==> src/sv/assert_macros.svh <==
// ----------------------------------------------------------------------------
// assert_macros.svh
// Assertion helpers shared by the RTL; empty under synthesis.
// ----------------------------------------------------------------------------
`ifndef ASSERT_MACROS_SVH
`define ASSERT_MACROS_SVH

`ifndef SYNTHESIS

// antecedent implies consequent in the same cycle
`define ASSERT_SAME(label, clk, rst, ante, cons) \
   label: assert property (@(posedge clk) disable iff (rst) (ante) |-> (cons)) \
      else $error("assertion failed: same-cycle implication");

// antecedent implies consequent in the next cycle
`define ASSERT_NEXT(label, clk, rst, ante, cons) \
   label: assert property (@(posedge clk) disable iff (rst) (ante) |=> (cons)) \
      else $error("assertion failed: next-cycle implication");

// plain invariant
`define ASSERT_ALWAYS(label, clk, rst, expr) \
   label: assert property (@(posedge clk) disable iff (rst) (expr)) \
      else $error("assertion failed: invariant");

`else

`define ASSERT_SAME(label, clk, rst, ante, cons)
`define ASSERT_NEXT(label, clk, rst, ante, cons)
`define ASSERT_ALWAYS(label, clk, rst, expr)

`endif

`endif

==> src/sv/firtt_pkg.sv <==
// ----------------------------------------------------------------------------
// firtt_pkg
// Types, constants and coefficient tables of the two-table FIR filter.
// ----------------------------------------------------------------------------
`timescale 1ns / 1ps
`default_nettype none

package firtt_pkg;

   // field widths
   localparam int SampleW  = 16;
   localparam int CoefW    = 17;
   localparam int ProdW    = SampleW + CoefW;
   localparam int OutW     = 17;
   localparam int FracBits = 16;
   localparam int TableLen = 10;

   // filter_mode codes
   localparam logic MODE_HIGH_PASS = 1'b0;
   localparam logic MODE_LOW_PASS  = 1'b1;

   // Q16 coefficient tables, entry 0 weights the oldest sample
   localparam logic signed [CoefW-1:0] CoefHigh [TableLen] = '{
      -17'sd5964, -17'sd5964, -17'sd5964, -17'sd5964, -17'sd5964,
      -17'sd5964, -17'sd5964, -17'sd5964, -17'sd5964, 17'sd59648
   };
   localparam logic signed [CoefW-1:0] CoefLow [TableLen] = '{
      17'sd10896, 17'sd4672, 17'sd5333, 17'sd5809, 17'sd6057,
      17'sd6057, 17'sd5809, 17'sd5333, 17'sd4672, 17'sd10896
   };

   // sequencer states
   typedef enum logic [1:0] {
      ST_IDLE,
      ST_MAC,
      ST_FLUSH,
      ST_ROUND
   } state_type;

   // sequencer strobes
   typedef struct packed {
      logic load;      // shift sample in, clear accumulator
      logic mul_en;    // issue one tap product
      logic out_load;  // capture rounded result
   } ctrl_type;

   // weight of table entry e; zero where the entry does not exist
   function automatic logic signed [CoefW-1:0] coef_lookup(input logic mode, input int e);
      logic signed [CoefW-1:0] w;
      logic [3:0]              idx;
      begin
         w   = '0;
         idx = 4'(e);
         if (e >= 0 && e < TableLen) begin
            if (mode == MODE_LOW_PASS) begin
               w = CoefLow[idx];
            end else begin
               w = CoefHigh[idx];
            end
         end
         return w;
      end
   endfunction

endpackage

`default_nettype wire

==> src/sv/firtt_delay_line.sv <==
// ----------------------------------------------------------------------------
// firtt_delay_line
// Sample history; newest at the top index, read one tap per cycle.
// ----------------------------------------------------------------------------
`timescale 1ns / 1ps
`default_nettype none

module firtt_delay_line #(
   parameter int TAPS  = 10,
   parameter int IDX_W = 4
) (
   input  wire logic                                 clock,
   input  wire logic                                 reset,
   input  wire logic                                 shift_en,
   input  wire logic signed [firtt_pkg::SampleW-1:0] shift_data,
   input  wire logic [IDX_W-1:0]                     rd_idx,
   output logic signed [firtt_pkg::SampleW-1:0]      rd_data
);

   logic signed [firtt_pkg::SampleW-1:0] dl_ff [TAPS];

   // shift toward index 0, new word enters at the top
   always_ff @(posedge clock) begin
      if (reset) begin
         for (int i = 0; i < TAPS; i++) dl_ff[i] <= '0;
      end else if (shift_en) begin
         for (int i = 0; i < TAPS - 1; i++) dl_ff[i] <= dl_ff[i+1];
         dl_ff[TAPS-1] <= shift_data;
      end
   end

   // tap read mux
   assign rd_data = dl_ff[rd_idx];

endmodule

`default_nettype wire

==> src/sv/firtt_mac.sv <==
// ----------------------------------------------------------------------------
// firtt_mac
// Shared multiply-accumulate with registered product, plus round/saturate.
// ----------------------------------------------------------------------------
`timescale 1ns / 1ps
`default_nettype none

module firtt_mac #(
   parameter int ACC_W = 38
) (
   input  wire logic                                 clock,
   input  wire logic                                 reset,
   input  wire logic                                 clear,
   input  wire logic                                 mul_en,
   input  wire logic signed [firtt_pkg::SampleW-1:0] sample,
   input  wire logic signed [firtt_pkg::CoefW-1:0]   coef,
   output logic signed [firtt_pkg::OutW-1:0]         rounded
);

   localparam int PW = firtt_pkg::ProdW;
   localparam logic signed [ACC_W:0] Half  = (ACC_W+1)'(2 ** (firtt_pkg::FracBits - 1));
   localparam logic signed [ACC_W:0] SatHi = (ACC_W+1)'(2 ** (firtt_pkg::OutW - 1) - 1);
   localparam logic signed [ACC_W:0] SatLo = -SatHi - (ACC_W+1)'(1);

   logic signed [PW-1:0]    prod_ff;
   logic                    prod_vld_ff;
   logic signed [ACC_W-1:0] acc_ff;
   logic signed [ACC_W-1:0] acc_in;
   logic signed [ACC_W:0]   biased;
   logic signed [ACC_W:0]   quot;

   // multiplier stage
   always_ff @(posedge clock) begin
      prod_ff <= sample * coef;
   end

   always_ff @(posedge clock) begin
      if (reset || clear) begin
         prod_vld_ff <= 1'b0;
      end else begin
         prod_vld_ff <= mul_en;
      end
   end

   // accumulate the registered product
   always_comb begin
      acc_in = acc_ff;
      if (prod_vld_ff) begin
         acc_in = acc_ff + {{(ACC_W-PW){prod_ff[PW-1]}}, prod_ff};
      end
   end

   always_ff @(posedge clock) begin
      if (reset || clear) begin
         acc_ff <= '0;
      end else begin
         acc_ff <= acc_in;
      end
   end

   // add one half, divide by 2^16 truncating toward zero, saturate
   always_comb begin
      biased = {acc_ff[ACC_W-1], acc_ff} + Half;
      quot   = biased >>> firtt_pkg::FracBits;
      if (biased[ACC_W] && (|biased[firtt_pkg::FracBits-1:0])) begin
         quot = quot + (ACC_W+1)'(1);
      end
      if (quot > SatHi) begin
         rounded = firtt_pkg::OutW'(SatHi);
      end else if (quot < SatLo) begin
         rounded = firtt_pkg::OutW'(SatLo);
      end else begin
         rounded = quot[firtt_pkg::OutW-1:0];
      end
   end

endmodule

`default_nettype wire

==> src/sv/firtt_ctrl.sv <==
// ----------------------------------------------------------------------------
// firtt_ctrl
// Sequencer: load, one tap product per cycle, drain, round and hand off.
// ----------------------------------------------------------------------------
`timescale 1ns / 1ps
`default_nettype none

module firtt_ctrl #(
   parameter int TAPS  = 10,
   parameter int IDX_W = 4
) (
   input  wire logic                 clock,
   input  wire logic                 reset,
   input  wire logic                 req_valid,
   input  wire logic                 out_free,
   output firtt_pkg::ctrl_type       ctrl,
   output logic [IDX_W-1:0]          tap_idx,
   output logic                      busy
);

   localparam logic [IDX_W-1:0] LastTap = IDX_W'(TAPS - 1);

   firtt_pkg::state_type state_ff, state_in;
   logic [IDX_W-1:0]     cnt_ff, cnt_in;

   // next state
   always_comb begin
      state_in = state_ff;
      case (state_ff)
         firtt_pkg::ST_IDLE:  if (req_valid) state_in = firtt_pkg::ST_MAC;
         firtt_pkg::ST_MAC:   if (cnt_ff == LastTap) state_in = firtt_pkg::ST_FLUSH;
         firtt_pkg::ST_FLUSH: state_in = firtt_pkg::ST_ROUND;
         firtt_pkg::ST_ROUND: if (out_free) state_in = firtt_pkg::ST_IDLE;
         default:             state_in = firtt_pkg::ST_IDLE;
      endcase
   end

   // tap counter
   always_comb begin
      cnt_in = cnt_ff;
      if (state_ff == firtt_pkg::ST_IDLE) begin
         cnt_in = '0;
      end else if (state_ff == firtt_pkg::ST_MAC && cnt_ff != LastTap) begin
         cnt_in = cnt_ff + IDX_W'(1);
      end
   end

   always_ff @(posedge clock) begin
      if (reset) begin
         state_ff <= firtt_pkg::ST_IDLE;
         cnt_ff   <= '0;
      end else begin
         state_ff <= state_in;
         cnt_ff   <= cnt_in;
      end
   end

   // strobes
   always_comb begin
      ctrl = '0;
      case (state_ff)
         firtt_pkg::ST_IDLE:  ctrl.load     = req_valid;
         firtt_pkg::ST_MAC:   ctrl.mul_en   = 1'b1;
         firtt_pkg::ST_FLUSH: ctrl          = '0;
         firtt_pkg::ST_ROUND: ctrl.out_load = out_free;
         default:             ctrl          = '0;
      endcase
   end

   assign tap_idx = cnt_ff;
   assign busy    = (state_ff != firtt_pkg::ST_IDLE);

endmodule

`default_nettype wire

==> src/sv/fir_filter_two_table_core.sv <==
// ----------------------------------------------------------------------------
// fir_filter_two_table_core
// TAPS-tap FIR filter with selectable high-pass / low-pass Q16 tables.
// ----------------------------------------------------------------------------
// Each accepted sample word is shifted into the delay line; in ST_MAC the
// single shared 16x17 multiplier forms the TAPS tap products in turn,
// ST_FLUSH adds the last one and ST_ROUND rounds once the output register is
// free; the result stays there until taken. The next sample is accepted as
// soon as the result is captured, even if the consumer still stalls it;
// only a second finished result waits. The user must write filter_mode
// (csr_filter_mode, 0 high-pass, 1 low-pass) only while idle; not enforced.
`timescale 1ns / 1ps
`default_nettype none

`include "assert_macros.svh"

module fir_filter_two_table_core #(
   parameter int TAPS = 10
) (
   input  wire logic                                 clock,
   input  wire logic                                 reset,
   // input channel
   input  wire logic                                 req_valid,
   output logic                                      req_stall,
   input  wire logic signed [firtt_pkg::SampleW-1:0] req_sample,
   // result channel
   output logic                                      rsp_valid,
   input  wire logic                                 rsp_stall,
   output logic signed [firtt_pkg::OutW-1:0]         rsp_filtered,
   // configuration
   input  wire logic                                 csr_valid,
   output logic                                      csr_ready,
   input  wire logic                                 csr_filter_mode
);

   localparam int IDX_W = $clog2(TAPS);
   localparam int ACC_W = firtt_pkg::ProdW + $clog2(TAPS) + 1;

   firtt_pkg::ctrl_type                  ctrl;
   logic [IDX_W-1:0]                     tap_idx;
   logic                                 busy;
   logic                                 out_free;
   logic                                 filter_mode_ff;
   logic signed [firtt_pkg::SampleW-1:0] tap_sample;
   logic signed [firtt_pkg::CoefW-1:0]   tap_coef;
   logic signed [firtt_pkg::OutW-1:0]    rounded;
   logic                                 rsp_valid_ff;
   logic signed [firtt_pkg::OutW-1:0]    rsp_filtered_ff;

   // mode register, no writes taken during reset
   assign csr_ready = !reset;

   always_ff @(posedge clock) begin
      if (reset) begin
         filter_mode_ff <= firtt_pkg::MODE_HIGH_PASS;
      end else if (csr_valid && csr_ready) begin
         filter_mode_ff <= csr_filter_mode;
      end
   end

   // output register is free when empty or being taken
   assign out_free = !rsp_valid_ff || !rsp_stall;

   firtt_ctrl #(
      .TAPS  (TAPS),
      .IDX_W (IDX_W)
   ) u_ctrl (
      .clock     (clock),
      .reset     (reset),
      .req_valid (req_valid),
      .out_free  (out_free),
      .ctrl      (ctrl),
      .tap_idx   (tap_idx),
      .busy      (busy)
   );

   // input held off while working and during reset
   assign req_stall = busy || reset;

   firtt_delay_line #(
      .TAPS  (TAPS),
      .IDX_W (IDX_W)
   ) u_delay_line (
      .clock      (clock),
      .reset      (reset),
      .shift_en   (ctrl.load),
      .shift_data (req_sample),
      .rd_idx     (tap_idx),
      .rd_data    (tap_sample)
   );

   // tap k uses table entry k + 10 - TAPS
   assign tap_coef = firtt_pkg::coef_lookup(filter_mode_ff,
                        int'(tap_idx) + firtt_pkg::TableLen - TAPS);

   firtt_mac #(
      .ACC_W (ACC_W)
   ) u_mac (
      .clock   (clock),
      .reset   (reset),
      .clear   (ctrl.load),
      .mul_en  (ctrl.mul_en),
      .sample  (tap_sample),
      .coef    (tap_coef),
      .rounded (rounded)
   );

   // result register
   always_ff @(posedge clock) begin
      if (reset) begin
         rsp_valid_ff <= 1'b0;
      end else if (ctrl.out_load) begin
         rsp_valid_ff <= 1'b1;
      end else if (!rsp_stall) begin
         rsp_valid_ff <= 1'b0;
      end
   end

   always_ff @(posedge clock) begin
      if (ctrl.out_load) begin
         rsp_filtered_ff <= rounded;
      end
   end

   assign rsp_valid    = rsp_valid_ff;
   assign rsp_filtered = rsp_filtered_ff;

   // checks
   `ASSERT_NEXT(a_busy_after_accept, clock, reset, req_valid && !req_stall, req_stall)
   `ASSERT_SAME(a_no_overwrite, clock, reset, ctrl.out_load, !rsp_valid_ff || !rsp_stall)
   `ASSERT_NEXT(a_taken_clears, clock, reset,
      rsp_valid && !rsp_stall && !ctrl.out_load, !rsp_valid)
   `ASSERT_ALWAYS(a_one_strobe, clock, reset, $onehot0({ctrl.load, ctrl.mul_en, ctrl.out_load}))

endmodule

`default_nettype wire

==> config.mk <==
export PLATFORM = sky130hd
export DESIGN_NAME = fir_filter_two_table_core
export DESIGN_NICKNAME = d
export VERILOG_FILES = /design/src/sv/firtt_pkg.sv /design/src/sv/firtt_delay_line.sv /design/src/sv/firtt_mac.sv /design/src/sv/firtt_ctrl.sv /design/src/sv/fir_filter_two_table_core.sv
export VERILOG_INCLUDE_DIRS = /design/src /design/src/sv
export SDC_FILE = /design/constraint.sdc
export NUM_CORES = 1
export LEC_CHECK = 0
export ABC_AREA = 1
export ABC_CLOCK_PERIOD_IN_PS = 18050
export BUFFER_PORTS_ARGS = -buffer_cell sky130_fd_sc_hd__buf_2
export CAP_MARGIN = 20
export CORE_ASPECT_RATIO = 0.7
export CORE_UTILIZATION = 60
export CTS_BUF_LIST = sky130_fd_sc_hd__clkbuf_4 sky130_fd_sc_hd__clkbuf_8
export DETAILED_ROUTE_END_ITERATION = 8
export GPL_TIMING_DRIVEN = 1
export PLACE_DENSITY = 0.8
export RECOVER_POWER = 25
export SYNTH_ARGS = -nofsm -noshare
export SYNTH_HDL_FRONTEND = slang
export SYNTH_HIERARCHICAL = 1
export SYNTH_SLANG_ARGS = --single-unit
==> constraint.sdc <==
create_clock -name clock -period 18.05 [get_ports clock]
set_input_delay 0 -clock clock [delete_from_list [all_inputs] [get_ports clock]]
set_output_delay 0 -clock clock [all_outputs]
set_load 0.03 [all_outputs]
==> results of run 1 <==
[final cells by class]
cell class              instances  area (um2)  share of cell area
inverters                     811        3050               0.113
multi-input cells            2059       15100               0.556
repair buffers                 79         533              0.0197
clock inverters                17         125             0.00462
well taps                     544         681              0.0251
flip-flops and latches        257        6920               0.256
clock buffers                  58         704              0.0260
[metal layers]
| layer | track usage | wire length, um | up-vias |
|---|---|---|---|
| met4 | 0.0797 | 1280 | 0 |
| met3 | 0.0714 | 7420 | 113 |
| met5 | 0 | 0 | - |
| li1 | - | - | 9781 |
| met2 | 0.436 | 26100 | 1037 |
| met1 | 0.458 | 28900 | 9834 |
[worst max path at each step]
stage / start / to / slack [ns] / cells past startpoint
3_3_place_gp: u_ctrl/tap_idx[0] / u_mac/prod_ff[29] / 10.29 / 23
5_1_grt: u_ctrl/tap_idx[1] / u_mac/prod_ff[29] / 7.69 / 24
2_1_floorplan: u_ctrl/tap_idx[1] / u_mac/prod_ff[29] / 11.14 / 25
4_1_cts: u_ctrl/tap_idx[0] / u_mac/prod_ff[29] / 9.85 / 23
3_5_place_dp: u_ctrl/tap_idx[0] / u_mac/prod_ff[29] / 9.88 / 23
6_report: u_ctrl/tap_idx[1] / u_mac/prod_ff[29] / 8.31 / 24
[logic make-up after synthesis]
logic type / Yosys count
other: 1
buffers and inverters: 929
AO/OA/AOI/OAI: 301
flip-flops: 257
AND/OR/NAND/NOR: 1263
XOR/XNOR: 82
adder cells (fa/ha/maj): 412
[cells in the mapped netlist, drive strengths merged]
| cell | count | area, um2 |
|---|---|---|
| nand4 | 23 | 144 |
| fa | 277 | 5550 |
| o21a | 1 | 7.51 |
| or2 | 23 | 144 |
| o221ai | 2 | 17.5 |
| o211ai | 11 | 82.6 |
| dfxtp | 80 | 1600 |
| nor3b | 1 | 7.51 |
| clkinv | 3 | 12.5 |
| a21o | 11 | 82.6 |
| ha | 135 | 1690 |
| nand3b | 3 | 26.3 |
| o21ai | 99 | 499 |
| xnor2 | 30 | 263 |
| a211oi | 1 | 7.51 |
| clkbuf | 79 | 297 |
| and3 | 2 | 12.5 |
| inv | 808 | 3040 |
| o311ai | 1 | 8.76 |
| a31oi | 11 | 68.8 |
| nor3 | 14 | 80.1 |
| nand2 | 691 | 2720 |
| a21boi | 8 | 63.8 |
| buf | 39 | 241 |
| nand3 | 178 | 928 |
| a21oi | 143 | 727 |
| nor4 | 2 | 12.5 |
| a31o | 3 | 26.3 |
| edfxtp | 177 | 5320 |
| nor2 | 326 | 1340 |
| o21bai | 10 | 86.3 |
| conb | 1 | 3.75 |
| xor2 | 52 | 455 |
[cell usage in the layout, fill, tap and decap left out, types with 10 or more instances in the layout]
| cell type | netlist | final |
|---|---|---|
| buf_4 | 4 | 13 |
| xnor2_1 | 30 | 30 |
| nand2_2 | 34 | 34 |
| nor2_2 | 15 | 15 |
| edfxtp_1 | 177 | 177 |
| clkbuf_1 | 79 | 22 |
| a31oi_1 | 11 | 11 |
| dlygate4sd3_1 | 0 | 22 |
| nor2_1 | 302 | 302 |
| clkbuf_4 | 0 | 15 |
| a21oi_1 | 140 | 136 |
| buf_2 | 26 | 21 |
| ha_1 | 135 | 135 |
| nand4_1 | 23 | 23 |
| fa_1 | 277 | 277 |
| nand2_1 | 652 | 652 |
| inv_2 | 10 | 10 |
| dfxtp_1 | 80 | 79 |
| a21o_1 | 11 | 11 |
| nand3_1 | 172 | 172 |
| o211ai_1 | 11 | 11 |
| or2_2 | 23 | 22 |
| nor3_1 | 12 | 11 |
| clkbuf_8 | 0 | 43 |
| xor2_1 | 52 | 52 |
| inv_1 | 797 | 797 |
| o21ai_0 | 95 | 95 |
[tightest hold or removal path, cell delays in order]
cell           delay [ns]
buf_2                0.08
inv_1                0.03
a21oi_1              0.10
dlygate4sd3_1        0.54
[registers in the layout (all words and copies together), names as in the netlist]
name and count:
u_ctrl/tap_idx 4, rsp_valid 1, u_delay_line/dl_ff 160, u_mac/prod_ff 33, rsp_filtered 17, u_mac/prod_vld_ff 1
u_mac/acc_ff 38, filter_mode_ff 1, u_ctrl/state_ff 2
[metrics by stage]
stage / worst slack (ns) / std cells / hold slack, ns
5_1_grt: 7.69 / 3825 / 0.212
4_1_cts: 9.85 / 3823 / 0.170
6_report: 8.31 / 3825 / 0.210
3_5_place_dp: 9.88 / 3726 / 0.212
3_3_place_gp: 10.29 / 3725 / 0.188
2_1_floorplan: 11.14 / 3245 / 0.0691
[repair_timing]
| item | CTS | global route |
|---|---|---|
| hold buffers | 22 | 0 |
| gates resized for setup | 0 | 0 |
| hold endpoints to repair | 25 | 0 |
==> results.md, run 1 <==
- ANT cells: 0
- GRT overflow: 0
- Seq/Total Area, Yosys: 0.271
- Complex-gate fraction of the synthesized area: 0.0657
- Final setup viols: 0
- Max-cap violations: 2
- Slew headroom: -1.45
- Worst min-delay path startpoint: csr_filter_mode
- Die ar.: around 43,000 um2
- #FFs+latches synth: 257
- Syn nets: 3,679
- Via/cell ratio: 5.43
- Avg Inst Size Synth: between 7 and 8 um2
- H-tree levels: 2
- Tmin final: a little under 10 ns
- Initial core utilization: 0.616
- # port buffers: just over 40
- Cell depth of the worst flop-to-flop path: 24
- Cell family with most CP delay: adder cells
- Pre-Repair DR Iteration Count: 6
- Clk sinks: between 200 and 300
- CORE AREA: between 40,000 and 50,000 um2
- Max Clk Rate: 0.103 GHz
- Drt total wl: 63,700 um
- Synthesized instance count: roughly 3,200
- Failing checks: capacitance limit, slew limit
- CTS tree: yes
- Setup crit start kind: register
- Post-synthesis simple-gate area fraction: 0.212
- Clk buf depth: 3
- Nets: between 3,000 and 4,000
- Synth-to-Final Area Change: 5.97%
- Max FO, Critical Path: 45
- Setup TNS: 0 ns
- Post-Synth XOR/XNOR Area: 0.0281
- Vias: 20,800
- Crit path arrival time: about 10 ns
- Post-synthesis mux area share: 0
- First-pass GRT wire length: ~100,000 um
- R2r setup slk: roughly 8.3 ns
- Min-Delay Path Class: input pin to register
- Io pins: 42
- Crit Path Class: register to register
- Most frequent CP cell: fa_1
- Slew @ Worst Pin: ~3.7 ns
- Unrepaired setup endpoints after global routing: false
- Inserted Clock Buffers: between 40 and 50
- Synthesis Warnings: 6
- Layout cells sized above 1: 0.0683
- Worst Skew: 0.0257 ns
- Synth unique cells: 54
- Critical Path End Type: register
- Reg clk slew, reported paths: ~0.06 ns
- Cell depth of the worst hold path: 4
- Worst-path cell chain: clkbuf_1 -> inv_1 -> buf_4 -> nand3_1 -> nand3_1 -> nand3_1 -> nand2_1 -> nand2_1 -> inv_1 -> fa_1 -> fa_1 -> inv_1 -> fa_1 -> fa_1 -> fa_1 -> fa_1 -> inv_1 -> ha_1 -> nand2_1 -> nor4_1 -> nand3_1 -> nand3_1 -> a31oi_1 -> xnor2_1
- Drt drc: 0
- Row count: between 60 and 70
- Setup repair bufs after CTS: 0
- Worst hold endpoint: filter_mode_ff
- Post-Place Cell Area: ~26,000 um2
- Slowest Stage Delay on Critical Path: 1.64 ns
- Run status: complete, but fails checks
- Antenna violations before repair: 0
- Largest net degree at the start of global routing: 91
- DP Wirelength: between 40,000 and 50,000 um
- CP bufs+invs: 6
- Fin area: around 27,000 um2
- Clk_lat worst skew: 0.60 ns
- Vias in the first global route: approximately 21,000
- Worst path required time: between 15 and 20 ns
- Dominant combinational cell family by area after synthesis: adder cells
- Drt wl/cell: roughly 17 um
- Die W: ~250 um
- Post-Synth Adder-Cell Area: 0.283
- Final hold vios: 0
- Final Core Density: 0.652
- Die height: ~170 um
- Reg-to-Reg Start: u_ctrl/tap_idx[1]
- Post-synthesis cell area: around 26,000 um2
- Tot GR Track Use: 0.303
- Fin. max-slew vios: approximately 110
- Critical Path Slowest Stage Cell: clkbuf_1
- DR iter-0 viols: between 2,000 and 2,500
- GPL Wtd Cong: around 0.97
- Antenna viol nets, final: 0
- R2R Path End: u_mac/prod_ff[29]
- Clock root cell: clkbuf_8
- Filler cell count: 3,455
- Fin crit share: 0.540
Power of run 1 is not shown: default switching activity piles up to over one toggle a cycle in this logic, so the estimate is an artifact.
==> run 2, diff against run 1 <==
--- a/config.mk
+++ b/config.mk
@@ -7,7 +7,7 @@
 export NUM_CORES = 1
 export LEC_CHECK = 0
 export ABC_AREA = 1
-export ABC_CLOCK_PERIOD_IN_PS = 18050
+export ABC_CLOCK_PERIOD_IN_PS = 10000
 export BUFFER_PORTS_ARGS = -buffer_cell sky130_fd_sc_hd__buf_2
 export CAP_MARGIN = 20
 export CORE_ASPECT_RATIO = 0.7
==> constraint.sdc (replaced) <==
create_clock -name clock -period 10 [get_ports clock]
set_input_delay 0 -clock clock [delete_from_list [all_inputs] [get_ports clock]]
set_output_delay 0 -clock clock [all_outputs]
set_load 0.03 [all_outputs]
==> run 2 against run 1 <==
Effect of this change: the run still ends with capacitance limit, slew limit left; first-iteration DRC count fell by 1.2%; design area rose by 0.12%; highest routed layer unchanged; utilization rose by 0.075 points; critical endpoint is now u_mac/prod_ff[32].
==> results.md, run 2 (synthesis results as in run 1) <==
- Run status: complete, but fails checks
- Failing checks: capacitance limit, slew limit
- Most frequent CP cell: inv_1
- GRT overflow: 0 (unchanged)
- GPL Wtd Cong: 0.932 (-4.3%)
- Cell depth of the worst flop-to-flop path: 28 (+17%)
- Vias: 20,700 (-0.15%)
- Initial core utilization: 0.616 (unchanged)
- Placed insts: 3,730 (+0.11%)
- Inserted Clock Buffers: 43 (unchanged)
- Die W: 249 um (unchanged)
- Reg clk slew, reported paths: 0.06 ns (about the same)
- Row count: 62 (unchanged)
- Number of flip-flops under the largest register name: 160 (unchanged)
- R2r setup slk: 2.02 ns (-6.29 ns)
- Final worst slack: 2.02 ns (-6.29 ns)
- Clk buf depth: 3 (unchanged)
- # port buffers: 41 (unchanged)
- CORE AREA: 41,500 um2 (unchanged)
- DP Wirelength: 48,100 um (-1.6%)
- Post-CTS Hold Fix Bufs: 21 (-4.5%)
- Worst Skew: 0.0382 ns (+0.0125 ns)
- Critical Path End Type: register
- Drt wl/cell: 16.3 um (-1.9%)
- Crit Path Class: register to register
- Drt drc: 0 (unchanged)
- Reg-to-Reg Start: u_ctrl/tap_idx[0]
- Max Clk Rate: 0.125 GHz (+22%)
- Commonest non-fill, non-tap cells in the layout: inv_1 (797), nand2_1 (653), nor2_1 (302), fa_1 (277), edfxtp_1 (177)
- Final hold vios: 0 (unchanged)
- Io pins: 42 (unchanged)
- DR iter-0 viols: 2,052 (-1.2%)
- Tmin final: 7.98 ns (-1.76 ns)
- Setup crit start kind: register
- Slew headroom: -0.935 (+0.517)
- Worst hold endpoint: u_ctrl/state_ff[1]
- Layout cells sized above 1: 0.0685 (+0.000263)
- Worst min-delay path startpoint: rsp_stall
- Post-Place Cell Area: 26,100 um2 (about the same)
- Unrepaired setup endpoints after global routing: false
- Commonest non-fill, non-tap cell in the layout: inv_1
- Antenna viol nets, final: 0 (unchanged)
- Most flop-heavy register: u_delay_line/dl_ff
- Max-cap violations: 2 (unchanged)
- Die ar.: 43,400 um2 (unchanged)
- Setup TNS: 0 ns (unchanged)
- CTS tree: yes
- Antenna violations before repair: 0 (unchanged)
- Max FO, Critical Path: 59 (+31%)
- Fin crit share: 0.798 (+0.258)
- Slowest Stage Delay on Critical Path: 0.73 ns (-0.91 ns)
- Critical Path Slowest Stage Cell: inv_2
- Pre-Repair DR Iteration Count: 6 (unchanged)
- Die height: 175 um (unchanged)
- Clk sinks: 257 (unchanged)
- Filler cell count: 3,474 (+0.55%)
- R2R Path End: u_mac/prod_ff[32]
- Nets: 3,687 (+0.054%)
- H-tree levels: 2 (unchanged)
- Synth-to-Final Area Change: 6.09%
- Vias in the first global route: 20,700 (-0.47%)
- Final setup viols: 0 (unchanged)
- Crit path arrival time: 8.48 ns (-1.72 ns)
- Cell depth of the worst hold path: 8 (+4)
- PostCTS Resize Cnt: 0 (unchanged)
- Largest regs: u_delay_line/dl_ff: 160 flops, u_mac/acc_ff: 38 flops, u_mac/prod_ff: 33 flops
- First-pass GRT wire length: 103,000 um (-1.5%)
- Via/cell ratio: 5.42 (-0.20%)
- Largest net degree at the start of global routing: 89 (-2.2%)
- Drt total wl: 62,500 um (-1.9%)
- Clock root cell: clkbuf_8
- Worst path required time: 10.50 ns (-8.01 ns)
- Fin. max-slew vios: 114 (+1.8%)
- Clk_lat worst skew: 0.57 ns (-0.03 ns)
- Min-Delay Path Class: input pin to register
- Fin area: 27,100 um2 (+0.12%)
- Slew @ Worst Pin: 2.90 ns (-0.783 ns)
- ANT cells: 0 (unchanged)
- Pre-CTS setup slack: 2.13 ns (-7.75 ns)
- Setup repair bufs after CTS: 0 (unchanged)
- Final Non-Filler Cells: 3,827 (+0.052%)
- Tot GR Track Use: 0.295 (-0.00759)
## run 2: changes by cell type in the layout (fill, tap and decap cells not counted), moves of 2 or more
cell / previous run / this run
clkbuf_8: 43 / 48
a21oi_1: 136 / 138
a21oi_2: 7 / 5
buf_4: 13 / 17
clkbuf_4: 15 / 12
## run 2: worst max path at each step
| stage | startpoint | to | slack [ns] |
|---|---|---|---|
| floorplan | u_ctrl/tap_idx[1] | u_mac/prod_ff[29] | 3.09 |
| global placement | u_ctrl/tap_idx[0] | u_mac/prod_ff[32] | 2.29 |
| detailed placement | u_ctrl/tap_idx[0] | u_mac/prod_ff[32] | 2.13 |
| CTS | u_ctrl/tap_idx[0] | u_mac/prod_ff[32] | 2.12 |
| global route | u_ctrl/tap_idx[0] | u_mac/prod_ff[32] | 1.54 |
| finish | u_ctrl/tap_idx[0] | u_mac/prod_ff[32] | 2.02 |
## run 2: final cells by class
cell class,instances,area (um2),share of cell area
multi-input cells,2059,15000,0.555
flip-flops and latches,257,6920,0.255
inverters,811,3050,0.112
clock buffers,60,751,0.0277
well taps,544,681,0.0251
repair buffers,81,537,0.0198
clock inverters,15,123,0.00452
## run 2: worst max-delay path, delay by kind of cell (launching register included)
family | cells | cell delay, ns
xor gates and xnor gates | 1 | 0.15
adders and majority gates | 7 | 3.83
and+or+nand+nor | 7 | 1.30
buffers and inverters | 9 | 1.67
AOI/OAI and AO/OA | 4 | 0.63
DFF | 1 | 0.32
## run 2: layer usage
layer / share of wire / vias to the layer above / track usage
met5: 0 / - / 0
met4: 0.017 / 0 / 0.0688
met3: 0.11 / 84 / 0.0627
met2: 0.41 / 969 / 0.434
met1: 0.46 / 9901 / 0.447
li1: - / 9780 / -
## run 2: per-stage QoR
step / util / hold slack (ns)
floorplan: - / 0.0691
global placement: 0.628 / 0.188
CTS: 0.654 / 0.00910
global route: 0.653 / 0.140
detailed placement: 0.628 / 0.207
finish: 0.653 / 0.0532
Power of run 2 is left out for the same reason.
